**src/hdl/ata_pkg.sv**
```systemverilog
package ata_pkg;

	localparam int MAX_XFER_BYTES = 16 * 1024;
	localparam int SB_W = 13;
	localparam int MIN_SB = 512;
	localparam int MAX_SB = 4096;
	localparam int XFER_W = $clog2(MAX_XFER_BYTES + MAX_SB);
	localparam int DIV_STEPS = 32;
	localparam int MOD_STEPS = 12;

	localparam logic [7:0] CMD_READ = 8'h20;
	localparam logic [7:0] CMD_WRITE = 8'h30;
	localparam logic [7:0] DH_BASE = 8'hA0;
	localparam logic [7:0] DH_SLAVE = 8'h10;
	localparam logic [7:0] DH_LBA = 8'h40;

	typedef enum logic [2:0] {
		REG_SECTOR_BYTES = 3'd0,
		REG_LBA_MODE = 3'd1,
		REG_SPT = 3'd2,
		REG_HEAD_COUNT = 3'd3,
		REG_PART_START = 3'd4,
		REG_PART_END = 3'd5,
		REG_SLAVE = 3'd6
	} reg_index_t;

	// One lane of a restoring divider: partial remainder and the dividend
	// that shifts out at the top while quotient bits shift in at the bottom.
	typedef struct packed {
		logic [SB_W-1:0] rem;
		logic [31:0] dvd;
	} lane_t;

	typedef struct packed {
		logic valid;
		logic opcode;
		logic past;
		logic [5:0] count;
		logic [31:0] lsec;
		logic [15:0] cyl;
	} side_t;

endpackage

```
**src/hdl/ata_div_cell.sv**
```systemverilog
module ata_div_cell import ata_pkg::*; (
	input logic clk,
	input logic en,
	input lane_t lane_i,
	input logic [SB_W-1:0] divisor,
	output lane_t lane_o
);

	logic [SB_W:0] trial;
	logic fits;
	logic [SB_W:0] diff;

	always_comb begin
		trial = {lane_i.rem, lane_i.dvd[31]};
		fits = trial >= {1'b0, divisor};
		diff = trial - {1'b0, divisor};
	end

	always_ff @(posedge clk) begin
		if (en) begin
			lane_o.rem <= fits ? diff[SB_W-1:0] : trial[SB_W-1:0];
			lane_o.dvd <= {lane_i.dvd[30:0], fits};
		end
	end

endmodule

```
**config.mk**
```make
export PLATFORM = sky130hd
export DESIGN_NAME = ata_div_cell
export DESIGN_NICKNAME = d
export VERILOG_FILES = /design/src/hdl/ata_pkg.sv /design/src/hdl/ata_div_cell.sv
export SDC_FILE = /design/constraint.sdc
export NUM_CORES = 1
export LEC_CHECK = 0
export BUFFER_PORTS_ARGS = -buffer_cell sky130_fd_sc_hd__buf_2
export CAP_MARGIN = 0
export CORE_MARGIN = 1.5
export CORE_UTILIZATION = 46
export DETAILED_ROUTE_END_ITERATION = 10
export HOLD_SLACK_MARGIN = 0.1
export PLACE_DENSITY = 0.83
export SKIP_CTS_REPAIR_TIMING = 1
export SYNTH_ARGS = -nofsm -noshare
export SYNTH_HDL_FRONTEND = slang
export SYNTH_SLANG_ARGS = --single-unit
```
**constraint.sdc**
```tcl
create_clock -name clk -period 3.6 [get_ports clk]
set_clock_uncertainty 0.2 [all_clocks]
set_input_delay 0.18 -clock clk [delete_from_list [all_inputs] [get_ports clk]]
set_output_delay 0.18 -clock clk [all_outputs]
set_load 0.03 [all_outputs]
```
# [Yosys cells after proc, flatten, opt, wreduce, memory -nomap -nowiden]
# Index checks and enable logic that the tools add are counted.
[op_classes] add_sub_neg=1 n_lt_le_gt_ge=1 muxes=1
[ops] operator=">= comparator 14 x 13 -> 1 bit" n=1
[ops] operator="2-to-1 mux 13 bit" n=1
[ops] operator="subtractor 13 bit" n=1
[totals] ff_bits=45 inputBits=60 output_inout_bits=45 wordCells=5

# [Depth between registers and ports, before layout]
[logic_depth] word_depth=2 ltp_mapped=11 mapped_depth_nobuf=10

# [Worst setup path before layout]
# Ideal clock, no wire load.
[synth_timing] path_type="input to register" startpoint="in lane_i[31] (netlist name)" endpoint="reg lane_o[34] (netlist name) (data pin)" setup_time_ns=0.260 arrival_ns=2.235 required_ns=3.140 slack_ns=0.905 cell_stages=11 n_path_buf=1 cell_sequence="inv_1 ha_1 inv_1 fa_1 a21oi_1 o2111ai_2 a2111oi_2 or2_1 buf_6 inv_6 mux2_4"
[synth_between] elab_chain_len=2 elab_cells_between_ends=3 cone_classes="add/sub (1); order compare (1); mux (1)"
[synth_lines] element="start: declaration" line="ata_div_cell.sv:4" text="input lane_t lane_i,"
[synth_lines] element=">= comparator 14 x 13 -> 1 bit" line="ata_div_cell.sv:15" text="fits = trial >= {1'b0, divisor};"
[synth_lines] element="via fits" line="ata_div_cell.sv:10" text="logic fits;"
[synth_lines] element="2-to-1 mux 13 bit" line="ata_div_cell.sv:21" text="lane_o.rem <= fits ? diff[SB_W-1:0] : trial[SB_W-1:0];"
[synth_lines] element="end: declaration" line="ata_div_cell.sv:6" text="output lane_t lane_o"
# The timed path passes the listed nets, and every way through them passes these cells.
# A chain may end at the register's enable or synchronous reset.

# [Final worst setup path]
[layout_timing] startpoint="in lane_i[32] (netlist name)" endpoint="reg lane_o[40] (netlist name) (data pin)"
# The elaborated chain is that of the path after synthesis.

==> metrics.cfg <==
[sta]
post-route-min-period_ns = 3.225
rsz0062_at_grt = no
setup-tns-final_ns = 0
post-route-period-util = 0.8957
hold_violations = 0
slew-limit-headroom = 0.3271
max_slew.worst_pin.slew_ns = 1.009
maxSlewViolCount = 0
max_freq_ghz = 0.3101
finalSetupViolCount = 0

[final_layout]
final_nets = 391
regArea_um2 = 1351
largest_reg_flops = 45
diodes = 0
syn2layout_area_growth_pct = 49.92
final_area_um2 = 3386
drive_above_1_share = 0.3962
multiInputGateArea_um2 = 819.5
num-fill-cells = 348
regMostFlops = lane_o
reg_top3 = lane_o (45)

[global_routing]
grt_usage = 0.1754
gr-total-overflow = 0
grt_pass1_wl_um = 7120
antenna_found_initial = 0
first_global_vias = 1648
grt_max_degree = 46

[cts]
cts_tree = done
cts_sinks = 45
cts-htree-levels = 2
clk_root_buffer_cell = clkbuf_8
cts_buffers = 5
cts_max_path_buffers = 2
clk_pin_slew_ns = 0.09

[flow_run]
drv_cap = 0

[yosys]
ys.flop_type = edfxtp_1
synth_cell_types = 41
avgSynthCellArea_um2 = 13.86
async_reset_ff_frac = 0
synth_common_cells = 45 x edfxtp_1, 18 x inv_1, 13 x ha_1
ys_seq_area_frac = 0.5983
ys_ff_latch = 45
syn_area_um2 = 2258
syn_inst = 163
yosysWarnings = 0
yosys.area.top_type = edfxtp_1
synth.top_cell.area_share = 0.5983
synth_area_leaders = edfxtp_1 60%, ha_1 7.2%, mux2_4 5.3%
synth_nets = 237
synth_edf_count = 45
yosysMostFrequentCell = edfxtp_1

[outcome]
status = finished, final reports clean

[worst_hold_path]
hp-class = input port to register

[floorplanning]
ioPinCount = 105
coreArea_um2 = 4723
die_area_um2 = 5339
initial_core_util = 0.4781
die_h_um = 73.07
fp.dieW_um = 73.07
rows = 25

[detailed_routing]
avgViaCountPerCell = 4.977
first_iter_violations = 112
wl_um = 5533
num_vias = 1916
dr.pass1.iters = 4
ant_nets = 0
drc = 0
wire_per_inst_um = 14.37

[setup_path]
critPathMaxFanout = 10
worstPathRequired_ns = 3.46
crit_type = input port to register
worstSetupEndpointType = register
cp.arrival_ns = 3.08
start_kind = input port

[power]
p_sw_uw = 446.1
p_int_uw = 964.0
power_leakage_uw = 0.001520
power.density_nw_per_um2 = 416.5
p_sw_frac = 0.3164
seqPwrFrac = 0.466
peakVddDrop_mv = 0.1980
power.share.clock = 0.228
comb_power_share = 0.306

[placement]
hpwl_um = 3576
gp_congestion = 0.8007
io_buffers = 104
placed_cell_area_um2 = 2851

stage by stage:
step	setup slack [ns]	cells	util	hold slack, ns	power [µW]
floorplan	0.9045	163	-	0.07887	943.1
global placement	0.5599	333	0.6037	0.1567	1052
detailed placement	0.4084	333	0.6037	0.1581	1060
CTS	0.7364	341	0.6236	-0.1577	1381
global route	0.1935	385	0.7168	0.1822	1478
finish	0.3754	385	0.7168	0.1631	1410
power groups by stage:
stage          logic (µW)  clock network (µW)  registers, µW
2_1_floorplan         160                   0            783
3_3_place_gp          386                   0            667
3_5_place_dp          393                   0            668
4_1_cts               394                 331            656
5_1_grt               465                 352            661
6_report              431                 322            657
critical path, stage by stage:
cell           delay, ns
dlygate4sd3_1       0.54
buf_2               0.15
fa_1                0.46
a21oi_1             0.26
o2111ai_2           0.28
a2111oi_2           0.45
or2_1               0.32
inv_6               0.12
mux2_4              0.31
layer usage:
metal  track usage  vias to the layer above  part of all wire
li1              -                      916                 -
met1        0.2049                      902              0.37
met2        0.3131                       91              0.55
met3       0.04282                        7             0.062
met4       0.05870                        0            0.0096
met5             0                        -                 0
cell families (layout without fill, tap and decap cells):
logic type,Yosys count,count (layout),synth area share
flops,45,45,0.5983
simple gates,34,34,0.07813
compound gates,32,32,0.1102
buf+inv,20,175,0.03878
fa+ha+maj,14,14,0.08089
mux,10,10,0.06261
xor+xnor,8,8,0.03102
cells in the final DEF (no fill, tap or decap), types with 2 or more instances in the layout:
cell           netlist  routed
mux2_4               8       8
nor2_1               5       5
inv_1               18      18
nand2_1              9       9
edfxtp_1            45      45
a21o_1               2       2
o31ai_1              2       2
o21ai_0              5       5
xnor2_1              4       4
nor3_1               4       4
ha_1                13      13
clkbuf_8             0       5
buf_2                0     104
a21oi_1              9       9
inv_6                1       2
xor2_1               4       4
o211ai_1             3       3
or3_1                2       2
nand3_1              4       4
dlygate4sd3_1        0      44
nand2b_1             2       2
final cells by class:
cell class / count / area share
Tap cell: 67 / 0.02476
Timing Repair Buffer: 148 / 0.2838
Sequential cell: 45 / 0.3991
Clock inverter: 3 / 0.007391
Multi-Input combinational cell: 98 / 0.2421
Clock buffer: 5 / 0.02033
Inverter: 19 / 0.02254
final timing paths:
path / start / end / cells after the start
worst max-delay path: lane_i[32] / lane_o[40] / 9
worst min-delay path: divisor[0] / lane_o[32] / 3
Power figures use the tool's default switching activity.
